File: config.mk
export PLATFORM = sky130hd
export DESIGN_NAME = dn_syntax_validator
export DESIGN_NICKNAME = d
export VERILOG_FILES = /design/src/design/dnsv_pkg.sv /design/src/design/dnsv_front.sv /design/src/design/dnsv_queue.sv /design/src/design/dnsv_parser.sv /design/src/design/dn_syntax_validator.sv
export SDC_FILE = /design/constraint.sdc
export NUM_CORES = 1
export LEC_CHECK = 0
export ABC_AREA = 1
export BUFFER_PORTS_ARGS = -buffer_cell sky130_fd_sc_hd__clkbuf_2
export CAP_MARGIN = 30
export CORE_AREA = 2 2 81 83
export CTS_BUF_LIST = sky130_fd_sc_hd__clkbuf_4 sky130_fd_sc_hd__clkbuf_8
export DETAILED_ROUTE_END_ITERATION = 12
export DIE_AREA = 0 0 83 85
export GPL_TIMING_DRIVEN = 0
export PLACE_DENSITY = 0.76
export SETUP_SLACK_MARGIN = 0.1
export SLEW_MARGIN = 20
export SYNTH_ARGS = -nofsm -noshare
export SYNTH_HDL_FRONTEND = slang
export SYNTH_SLANG_ARGS = --single-unit
File: constraint.sdc
create_clock -name clk -period 2.65 [get_ports clk]
set_input_delay 0.1325 -clock clk [delete_from_list [all_inputs] [get_ports clk]]
set_output_delay 0.1325 -clock clk [all_outputs]
set_load 0.01 [all_outputs]
File: src/design/dnsv_pkg.sv
package dnsv_pkg;

    typedef enum logic [4:0] {
        PH_TYPE_START  = 5'd0,
        PH_KEY_REST    = 5'd1,
        PH_OID_START   = 5'd2,
        PH_OID_ZERO    = 5'd3,
        PH_OID_NUM     = 5'd4,
        PH_STR_LEAD    = 5'd5,
        PH_STR_BODY    = 5'd6,
        PH_STR_BODY_SP = 5'd7,
        PH_STR_ESC     = 5'd8,
        PH_STR_ESC_HEX = 5'd9,
        PH_STR_UTF     = 5'd10,
        PH_STR_UTF_F4  = 5'd11,
        PH_HEX_SHARP   = 5'd12,
        PH_HEX_PAIR1   = 5'd13,
        PH_HEX_PAIRS   = 5'd14
    } phase_t;

    localparam logic [1:0] RNG_CONT = 2'd0;
    localparam logic [1:0] RNG_E0   = 2'd1;
    localparam logic [1:0] RNG_ED   = 2'd2;
    localparam logic [1:0] RNG_F0   = 2'd3;

    localparam logic [7:0] CH_NUL    = 8'h00;
    localparam logic [7:0] CH_SPACE  = 8'h20;
    localparam logic [7:0] CH_SHARP  = 8'h23;
    localparam logic [7:0] CH_PLUS   = 8'h2B;
    localparam logic [7:0] CH_COMMA  = 8'h2C;
    localparam logic [7:0] CH_MINUS  = 8'h2D;
    localparam logic [7:0] CH_DOT    = 8'h2E;
    localparam logic [7:0] CH_ZERO   = 8'h30;
    localparam logic [7:0] CH_EQUALS = 8'h3D;
    localparam logic [7:0] CH_BSLASH = 8'h5C;

    localparam int QDepth = 2;
    localparam int QAw    = $clog2(QDepth);
    localparam int QCw    = $clog2(QDepth + 1);

    typedef struct packed {
        logic [7:0] data;
        logic       last;
        logic       digit;
        logic       alpha;
        logic       xdigit;
        logic       escaped;
        logic       special;
        logic       sep;
    } byte_class_t;

endpackage

File: src/design/dnsv_front.sv
module dnsv_front (
    input  logic                  in_valid,
    output logic                  in_ready,
    input  logic [7:0]            data_byte,
    input  logic                  last_byte,
    input  logic                  q_full,
    output logic                  q_push,
    output dnsv_pkg::byte_class_t q_entry
);

    logic is_digit;
    logic is_alpha;
    logic is_esc;

    assign is_digit = (data_byte >= 8'h30) && (data_byte <= 8'h39);
    assign is_alpha = ((data_byte >= 8'h41) && (data_byte <= 8'h5A)) ||
                      ((data_byte >= 8'h61) && (data_byte <= 8'h7A));
    assign is_esc   = (data_byte == 8'h22) || (data_byte == dnsv_pkg::CH_PLUS) ||
                      (data_byte == dnsv_pkg::CH_COMMA) || (data_byte == 8'h3B) ||
                      (data_byte == 8'h3C) || (data_byte == 8'h3E);

    assign in_ready = !q_full;
    assign q_push   = in_valid && !q_full;

    always_comb
    begin
        q_entry.data    = data_byte;
        q_entry.last    = last_byte;
        q_entry.digit   = is_digit;
        q_entry.alpha   = is_alpha;
        q_entry.xdigit  = is_digit ||
                          ((data_byte >= 8'h41) && (data_byte <= 8'h46)) ||
                          ((data_byte >= 8'h61) && (data_byte <= 8'h66));
        q_entry.escaped = is_esc;
        q_entry.special = is_esc || (data_byte == dnsv_pkg::CH_SPACE) ||
                          (data_byte == dnsv_pkg::CH_SHARP) ||
                          (data_byte == dnsv_pkg::CH_EQUALS);
        q_entry.sep     = (data_byte == dnsv_pkg::CH_COMMA) ||
                          (data_byte == dnsv_pkg::CH_PLUS);
    end

endmodule

File: src/design/dnsv_queue.sv
module dnsv_queue (
    input  logic                  clk,
    input  logic                  rst_n,
    input  logic                  push,
    input  dnsv_pkg::byte_class_t push_entry,
    output logic                  full,
    input  logic                  pop,
    output logic                  head_valid,
    output dnsv_pkg::byte_class_t head_entry
);

    dnsv_pkg::byte_class_t mem_reg [dnsv_pkg::QDepth];
    logic [dnsv_pkg::QAw-1:0] wr_ptr_reg;
    logic [dnsv_pkg::QAw-1:0] wr_ptr_next;
    logic [dnsv_pkg::QAw-1:0] rd_ptr_reg;
    logic [dnsv_pkg::QAw-1:0] rd_ptr_next;
    logic [dnsv_pkg::QCw-1:0] count_reg;
    logic [dnsv_pkg::QCw-1:0] count_next;

    assign full       = (count_reg == dnsv_pkg::QCw'(dnsv_pkg::QDepth));
    assign head_valid = (count_reg != '0);
    assign head_entry = mem_reg[rd_ptr_reg];

    always_comb
    begin
        wr_ptr_next = wr_ptr_reg;
        rd_ptr_next = rd_ptr_reg;
        count_next  = count_reg;
        if (push)
        begin
            wr_ptr_next = (wr_ptr_reg == dnsv_pkg::QAw'(dnsv_pkg::QDepth - 1)) ?
                          '0 : wr_ptr_reg + 1'b1;
        end
        if (pop)
        begin
            rd_ptr_next = (rd_ptr_reg == dnsv_pkg::QAw'(dnsv_pkg::QDepth - 1)) ?
                          '0 : rd_ptr_reg + 1'b1;
        end
        if (push && !pop)
        begin
            count_next = count_reg + 1'b1;
        end
        else if (pop && !push)
        begin
            count_next = count_reg - 1'b1;
        end
    end

    always_ff @(posedge clk or negedge rst_n)
    begin
        if (!rst_n)
        begin
            wr_ptr_reg <= '0;
            rd_ptr_reg <= '0;
            count_reg  <= '0;
        end
        else
        begin
            wr_ptr_reg <= wr_ptr_next;
            rd_ptr_reg <= rd_ptr_next;
            count_reg  <= count_next;
        end
    end

    always_ff @(posedge clk)
    begin
        if (push)
        begin
            mem_reg[wr_ptr_reg] <= push_entry;
        end
    end

endmodule

File: src/design/dnsv_parser.sv
module dnsv_parser (
    input  logic                  clk,
    input  logic                  rst_n,
    input  logic                  head_valid,
    input  dnsv_pkg::byte_class_t head_entry,
    output logic                  pop,
    output logic                  out_valid,
    input  logic                  out_ready,
    output logic                  dn_valid
);

    dnsv_pkg::phase_t phase_reg;
    dnsv_pkg::phase_t phase_next;
    dnsv_pkg::phase_t phase_adv;
    logic             dot_reg;
    logic             dot_next;
    logic             dot_adv;
    logic [1:0]       pend_reg;
    logic [1:0]       pend_next;
    logic [1:0]       pend_adv;
    logic [1:0]       pend_dec;
    logic [1:0]       range_reg;
    logic [1:0]       range_next;
    logic [1:0]       range_adv;
    logic             nib_reg;
    logic             nib_next;
    logic             nib_adv;
    logic             err_reg;
    logic             err_next;
    logic             err_adv;
    logic             ok;
    logic             out_valid_reg;
    logic             out_valid_next;
    logic             dn_valid_reg;
    logic             dn_valid_next;
    logic             in_range;
    logic [7:0]       c;

    assign c        = head_entry.data;
    assign pend_dec = pend_reg - 1'b1;
    assign pop      = head_valid && (!head_entry.last || !out_valid_reg || out_ready);

    always_comb
    begin
        case (range_reg)
            dnsv_pkg::RNG_E0: in_range = (c >= 8'hA0) && (c <= 8'hBF);
            dnsv_pkg::RNG_ED: in_range = (c >= 8'h80) && (c <= 8'h9F);
            dnsv_pkg::RNG_F0: in_range = (c >= 8'h90) && (c <= 8'hBF);
            default:          in_range = (c >= 8'h80) && (c <= 8'hBF);
        endcase
    end

    // Next-state logic: one parser step on the byte at the head of the queue.
    always_comb
    begin
        phase_adv = phase_reg;
        dot_adv   = dot_reg;
        pend_adv  = pend_reg;
        range_adv = range_reg;
        nib_adv   = nib_reg;
        err_adv   = 1'b0;
        unique case (phase_reg) inside
            dnsv_pkg::PH_TYPE_START:
            begin
                if (head_entry.alpha)
                begin
                    phase_adv = dnsv_pkg::PH_KEY_REST;
                end
                else if (head_entry.digit)
                begin
                    dot_adv   = 1'b0;
                    phase_adv = (c == dnsv_pkg::CH_ZERO) ? dnsv_pkg::PH_OID_ZERO :
                                                           dnsv_pkg::PH_OID_NUM;
                end
                else
                begin
                    err_adv = 1'b1;
                end
            end
            dnsv_pkg::PH_KEY_REST:
            begin
                if (head_entry.alpha || head_entry.digit || c == dnsv_pkg::CH_MINUS)
                begin
                    phase_adv = phase_reg;
                end
                else if (c == dnsv_pkg::CH_EQUALS)
                begin
                    phase_adv = dnsv_pkg::PH_STR_LEAD;
                end
                else
                begin
                    err_adv = 1'b1;
                end
            end
            dnsv_pkg::PH_OID_START:
            begin
                if (head_entry.digit)
                begin
                    phase_adv = (c == dnsv_pkg::CH_ZERO) ? dnsv_pkg::PH_OID_ZERO :
                                                           dnsv_pkg::PH_OID_NUM;
                end
                else
                begin
                    err_adv = 1'b1;
                end
            end
            dnsv_pkg::PH_OID_ZERO, dnsv_pkg::PH_OID_NUM:
            begin
                if (phase_reg == dnsv_pkg::PH_OID_NUM && head_entry.digit)
                begin
                    phase_adv = phase_reg;
                end
                else if (c == dnsv_pkg::CH_DOT)
                begin
                    dot_adv   = 1'b1;
                    phase_adv = dnsv_pkg::PH_OID_START;
                end
                else if (c == dnsv_pkg::CH_EQUALS && dot_reg)
                begin
                    phase_adv = dnsv_pkg::PH_HEX_SHARP;
                end
                else
                begin
                    err_adv = 1'b1;
                end
            end
            dnsv_pkg::PH_STR_LEAD, dnsv_pkg::PH_STR_BODY, dnsv_pkg::PH_STR_BODY_SP:
            begin
                if (phase_reg == dnsv_pkg::PH_STR_LEAD &&
                    (c == dnsv_pkg::CH_SPACE || c == dnsv_pkg::CH_SHARP))
                begin
                    err_adv = 1'b1;
                end
                else if (c[7])
                begin
                    range_adv = dnsv_pkg::RNG_CONT;
                    phase_adv = dnsv_pkg::PH_STR_UTF;
                    if (c >= 8'hC2 && c <= 8'hDF)
                    begin
                        pend_adv = 2'd1;
                    end
                    else if (c >= 8'hE0 && c <= 8'hEF)
                    begin
                        pend_adv = 2'd2;
                        if (c == 8'hE0)
                        begin
                            range_adv = dnsv_pkg::RNG_E0;
                        end
                        else if (c == 8'hED)
                        begin
                            range_adv = dnsv_pkg::RNG_ED;
                        end
                    end
                    else if (c >= 8'hF0 && c <= 8'hF4)
                    begin
                        pend_adv = 2'd3;
                        if (c == 8'hF0)
                        begin
                            range_adv = dnsv_pkg::RNG_F0;
                        end
                        else if (c == 8'hF4)
                        begin
                            phase_adv = dnsv_pkg::PH_STR_UTF_F4;
                        end
                    end
                    else
                    begin
                        err_adv = 1'b1;
                    end
                end
                else if (head_entry.sep)
                begin
                    if (phase_reg != dnsv_pkg::PH_STR_BODY)
                    begin
                        err_adv = 1'b1;
                    end
                    else
                    begin
                        phase_adv = dnsv_pkg::PH_TYPE_START;
                    end
                end
                else if (c == dnsv_pkg::CH_NUL || head_entry.escaped)
                begin
                    err_adv = 1'b1;
                end
                else if (c == dnsv_pkg::CH_BSLASH)
                begin
                    phase_adv = dnsv_pkg::PH_STR_ESC;
                end
                else
                begin
                    phase_adv = (c == dnsv_pkg::CH_SPACE) ? dnsv_pkg::PH_STR_BODY_SP :
                                                            dnsv_pkg::PH_STR_BODY;
                end
            end
            dnsv_pkg::PH_STR_ESC:
            begin
                if (c == dnsv_pkg::CH_BSLASH || head_entry.special)
                begin
                    phase_adv = dnsv_pkg::PH_STR_BODY;
                end
                else if (head_entry.xdigit)
                begin
                    phase_adv = dnsv_pkg::PH_STR_ESC_HEX;
                end
                else
                begin
                    err_adv = 1'b1;
                end
            end
            dnsv_pkg::PH_STR_ESC_HEX:
            begin
                if (head_entry.xdigit)
                begin
                    phase_adv = dnsv_pkg::PH_STR_BODY;
                end
                else
                begin
                    err_adv = 1'b1;
                end
            end
            dnsv_pkg::PH_STR_UTF, dnsv_pkg::PH_STR_UTF_F4:
            begin
                if ((phase_reg == dnsv_pkg::PH_STR_UTF && in_range) ||
                    (phase_reg == dnsv_pkg::PH_STR_UTF_F4 && c >= 8'h80 && c <= 8'h8F))
                begin
                    range_adv = dnsv_pkg::RNG_CONT;
                    pend_adv  = pend_dec;
                    phase_adv = (pend_dec == 2'd0) ? dnsv_pkg::PH_STR_BODY :
                                                     dnsv_pkg::PH_STR_UTF;
                end
                else
                begin
                    err_adv = 1'b1;
                end
            end
            dnsv_pkg::PH_HEX_SHARP:
            begin
                if (c == dnsv_pkg::CH_SHARP)
                begin
                    nib_adv   = 1'b0;
                    phase_adv = dnsv_pkg::PH_HEX_PAIR1;
                end
                else
                begin
                    err_adv = 1'b1;
                end
            end
            dnsv_pkg::PH_HEX_PAIR1:
            begin
                if (head_entry.xdigit)
                begin
                    if (nib_reg)
                    begin
                        phase_adv = dnsv_pkg::PH_HEX_PAIRS;
                    end
                    nib_adv = !nib_reg;
                end
                else
                begin
                    err_adv = 1'b1;
                end
            end
            dnsv_pkg::PH_HEX_PAIRS:
            begin
                if (head_entry.xdigit)
                begin
                    nib_adv = !nib_reg;
                end
                else if (head_entry.sep && !nib_reg)
                begin
                    phase_adv = dnsv_pkg::PH_TYPE_START;
                end
                else
                begin
                    err_adv = 1'b1;
                end
            end
            default:
            begin
                err_adv = 1'b1;
            end
        endcase
    end

    always_comb
    begin
        phase_next = phase_reg;
        dot_next   = dot_reg;
        pend_next  = pend_reg;
        range_next = range_reg;
        nib_next   = nib_reg;
        err_next   = err_reg;
        if (pop)
        begin
            if (err_reg || err_adv)
            begin
                err_next = 1'b1;
            end
            else
            begin
                phase_next = phase_adv;
                dot_next   = dot_adv;
                pend_next  = pend_adv;
                range_next = range_adv;
                nib_next   = nib_adv;
            end
            if (head_entry.last)
            begin
                phase_next = dnsv_pkg::PH_TYPE_START;
                dot_next   = 1'b0;
                pend_next  = 2'd0;
                range_next = dnsv_pkg::RNG_CONT;
                nib_next   = 1'b0;
                err_next   = 1'b0;
            end
        end
    end

    // Output logic: verdict of the name and the result register.
    always_comb
    begin
        ok = !err_reg && !err_adv &&
             (phase_adv == dnsv_pkg::PH_STR_BODY ||
              (phase_adv == dnsv_pkg::PH_HEX_PAIRS && !nib_adv));
        out_valid_next = out_valid_reg && !out_ready;
        dn_valid_next  = dn_valid_reg;
        if (pop && head_entry.last)
        begin
            out_valid_next = 1'b1;
            dn_valid_next  = ok;
        end
    end

    always_ff @(posedge clk or negedge rst_n)
    begin
        if (!rst_n)
        begin
            phase_reg     <= dnsv_pkg::PH_TYPE_START;
            dot_reg       <= 1'b0;
            pend_reg      <= 2'd0;
            range_reg     <= dnsv_pkg::RNG_CONT;
            nib_reg       <= 1'b0;
            err_reg       <= 1'b0;
            out_valid_reg <= 1'b0;
        end
        else
        begin
            phase_reg     <= phase_next;
            dot_reg       <= dot_next;
            pend_reg      <= pend_next;
            range_reg     <= range_next;
            nib_reg       <= nib_next;
            err_reg       <= err_next;
            out_valid_reg <= out_valid_next;
        end
    end

    always_ff @(posedge clk)
    begin
        dn_valid_reg <= dn_valid_next;
    end

    assign out_valid = out_valid_reg;
    assign dn_valid  = dn_valid_reg;

endmodule

File: src/design/dn_syntax_validator.sv
// Distinguished name syntax checker. Send the name one byte per request, with
// last_byte set on its final byte; one request on the output then carries
// dn_valid, 1 for a name that follows the RFC 4514 syntax and 0 otherwise, and
// the checker is ready for the next name at once. It takes one byte every clock:
// the parser advances its state once per byte. A two-entry queue sits between
// the input stage and the parser and a result register sits after it, so bytes
// keep flowing while a verdict waits; the verdict appears in the cycle after
// the parser takes the last byte, and input stalls only when the output is
// held back and the queue has filled. No clearing is needed after reset.
module dn_syntax_validator (
    input  logic       clk,
    input  logic       rst_n,
    input  logic       in_valid,
    output logic       in_ready,
    input  logic [7:0] data_byte,
    input  logic       last_byte,
    output logic       out_valid,
    input  logic       out_ready,
    output logic       dn_valid
);

    dnsv_pkg::byte_class_t push_entry;
    dnsv_pkg::byte_class_t head_entry;
    logic                  q_full;
    logic                  q_push;
    logic                  q_pop;
    logic                  head_valid;

    dnsv_front u_front (
        .in_valid  (in_valid),
        .in_ready  (in_ready),
        .data_byte (data_byte),
        .last_byte (last_byte),
        .q_full    (q_full),
        .q_push    (q_push),
        .q_entry   (push_entry)
    );

    dnsv_queue u_queue (
        .clk        (clk),
        .rst_n      (rst_n),
        .push       (q_push),
        .push_entry (push_entry),
        .full       (q_full),
        .pop        (q_pop),
        .head_valid (head_valid),
        .head_entry (head_entry)
    );

    dnsv_parser u_parser (
        .clk        (clk),
        .rst_n      (rst_n),
        .head_valid (head_valid),
        .head_entry (head_entry),
        .pop        (q_pop),
        .out_valid  (out_valid),
        .out_ready  (out_ready),
        .dn_valid   (dn_valid)
    );

endmodule

==> reports/metrics.csv <==
stage,metric,value,unit
outcome,status,finished clean,
clock_network,clk_pin_slew,90,ps
placed_design,port_buffers,15,
routing,avgViaCountPerCell,5.45,
sta,hold_violations,0,
sta,finalSetupViolCount,0,
yosys,syn_inst,508,
worst_setup_path,crit_type,reg2reg,
sta,max_slew_margin,45.3,%
layout,final_common_cell,nand2_1,
clock_network,cts_setup_buffers,0,
sta,final.setup.tns,0,ps
yosys,syn_area_per_cell,7.01,µm²
yosys,async_flop_share,35.4,%
clock_network,root_buffer,clkbuf_8,
placed_design,post-place-cells,600,
yosys,synthDistinctLibCells,47,
layout,layout-drive-gt1-share,14.3,%
sta,period_share,89.0,%
sta,clock.fmax,424,MHz
layout,multi_input_area,1860,µm²
routing,drtAntennaViolNets,0,
sta,worst_pin_slew,820,ps
pwr,ir_drop,0.736,mV
clock_network,cts_made_buffers,5,
floorplanning,dieArea,7060,µm²
yosys,yosys_warnings,0,
clock_network,clock-sinks,48,
layout,layout.nets,546,
layout,fin_util,62.7,%
sta,period_needed,2360,ps
placed_design,dp_hpwl,6980,µm
sta,finClkSkew,5.82,ps
worst_setup_path,end_kind,register,
yosys,yosysSeqAreaShare,38.1,%
worst_setup_path,crit_required,2830,ps
layout,finalNonFillerCells,609,
routing,wl_per_cell,14.5,µm
routing,dr.pass1.iters,5,
grt,grt_use_total,25.9,%
pwr,p_leak,1.97,nW
pwr,pwr_density_cell,996,nW/µm²
clock_network,clock_latency,300,ps
floorplanning,die_w,83,µm
floorplanning,dieHeight,85,µm
grt,grt_antenna_before_repair,0,
layout,largest_reg_flops,30,
layout,nFillCells,576,
layout,antenna_cells,0,
clock_network,cts_max_path_buffers,2,
floorplanning,rows,29,
layout,mostFrequentLayoutCells,"nand2_1 (173), inv_1 (73), nor2_1 (60)",
grt,grt_max_degree,18,
yosys,synth_edf_count,31,
grt,first_global_vias,3168,
routing,drt_iter0_drc,206,
grt,grt_pass1_wl,14500,µm
job,maxCapViolations,0,
clock_network,cts_tree,yes,
grt,grt_overflow,0,
routing,routed_wl,8840,µm
yosys,ys_ff_latch,48,
floorplanning,core-area,6200,µm²
floorplanning,initial_core_util,57.4,%
yosys,syn_area,3560,µm²
routing,drc,0,
floorplanning,io_pins,16,
layout,regArea,1360,µm²
clock_network,htreeDepth,2,
worst_setup_path,cp-start-kind,register,
routing,vias,3321,
yosys,syn_nets,523,
worst_setup_path,cp_data_arrival_time,2540,ps
yosys,synth_top_flop_cell,edfxtp_1,
layout,area_delta_synth_final,9.24,%
sta,fin_hold_ws,17.0,ps
hold_path,hold_path.class,in2reg,
worst_setup_path,crit_fanout,10,
sta,rsz0062_at_grt,false,
sta,slew_violations,0,
placed_design,gp_congestion,0.950,
==> area by class of cell <==
type                    instances  share of cell area (%)
clock inverters                 3                    1.77
plain buffers                   6                    1.64
flip-flops and latches         48                    34.9
well taps                      77                    2.48
repair buffers                 16                    2.19
multi-input cells             377                    47.8
inverters                      77                    7.49
clock buffers                   5                    1.77
==> power breakdown <==
part           switching, W  internal (W)  total [W]
sequential        0.0000847       0.00102    0.00110
combinational       0.00148      0.000661    0.00214
clock              0.000253      0.000380   0.000632
==> worst max-delay path, cell delays in order, from the launching register on <==
cell	delay (ps)
dfrtp_1	350
buf_6	140
inv_4	50
buf_6	140
or2_1	220
o21ai_2	130
inv_2	150
a22oi_4	280
inv_1	90
ha_1	320
a21oi_1	120
o21ai_0	110
xor2_1	150
==> cells by family (layout without fill, tap and decap cells) <==
family | after synthesis | after routing | share of synthesized area, %
AOI/OAI and AO/OA | 53 | 53 | 9.98
xor gates and xnor gates | 3 | 3 | 0.738
adders and majority gates | 2 | 2 | 0.702
and+or+nand+nor | 317 | 317 | 40.0
DFF | 48 | 48 | 38.1
buffers and inverters | 83 | 107 | 9.90
muxes | 2 | 2 | 0.562
==> routing by layer <==
layer | up-vias | track usage, % | part of all wire, % | wire, µm
met5 | - | 0 | 0 | 0
met4 | 0 | 15.8 | 6.1 | 535
met3 | 43 | 3.70 | 5.4 | 477
met2 | 130 | 46.5 | 49 | 4300
met1 | 1478 | 29.1 | 40 | 3530
li1 | 1670 | - | - | -
==> cell usage after synthesis, drive strengths merged, types with 2 or more instances <==
library cell  count  area share, %
nand2           191             22
inv              77            8.2
nor2             71            9.2
nand3            34            5.5
edfxtp           31             26
o21ai            27            4.6
dfrtp            17             12
a21oi             9            1.3
nor3              9            1.4
nand4             7            1.2
buf               6            1.7
a31oi             4           0.70
a22o              2           0.49
a32o              2           0.56
ha                2           0.70
mux2i             2           0.56
nand3b            2           0.53
o22ai             2           0.35
or2               2           0.35
xor2              2           0.49
==> final timing paths <==
kind,slack [ps],depth (start not counted),endpoint,start
worst max-delay path,290,12,u_queue.count_reg[1]$_DFFE_PN0P_,u_queue.rd_ptr_reg$_DFFE_PN0P_
min in group asynchronous,310,2,u_parser.nib_reg$_DFFE_PN0P_,rst_n
worst min-delay path,20,2,u_parser.out_valid$_DFF_PN0_,out_ready
worst min register to register,510,2,u_parser.range_reg[0]$_DFFE_PN0P_,u_parser.range_reg[0]$_DFFE_PN0P_
worst max register to register,290,12,u_queue.count_reg[1]$_DFFE_PN0P_,u_queue.rd_ptr_reg$_DFFE_PN0P_
max in group asynchronous,2030,2,u_parser.range_reg[0]$_DFFE_PN0P_,rst_n
==> through the flow <==
stage | total power, W | cell area, µm² | setup WS (ps)
after floorplan | 0.00273 | 3560 | 544
after global placement | 0.00317 | 3730 | 299
after detailed placement | 0.00322 | 3740 | 284
after CTS | 0.00386 | 3890 | 263
after global routing | 0.00416 | 3890 | 104
final | 0.00387 | 3890 | 291
==> what timing repair did <==
| item | 4_1_cts | 5_1_grt |
|---|---|---|
| gates resized for setup | 0 | 3 |
| setup endpoints to repair | 0 | 8 |
| hold buffers | 1 | 0 |
| endpoints found under the hold margin | 17 | 0 |
Power figures use the tool's default switching activity.
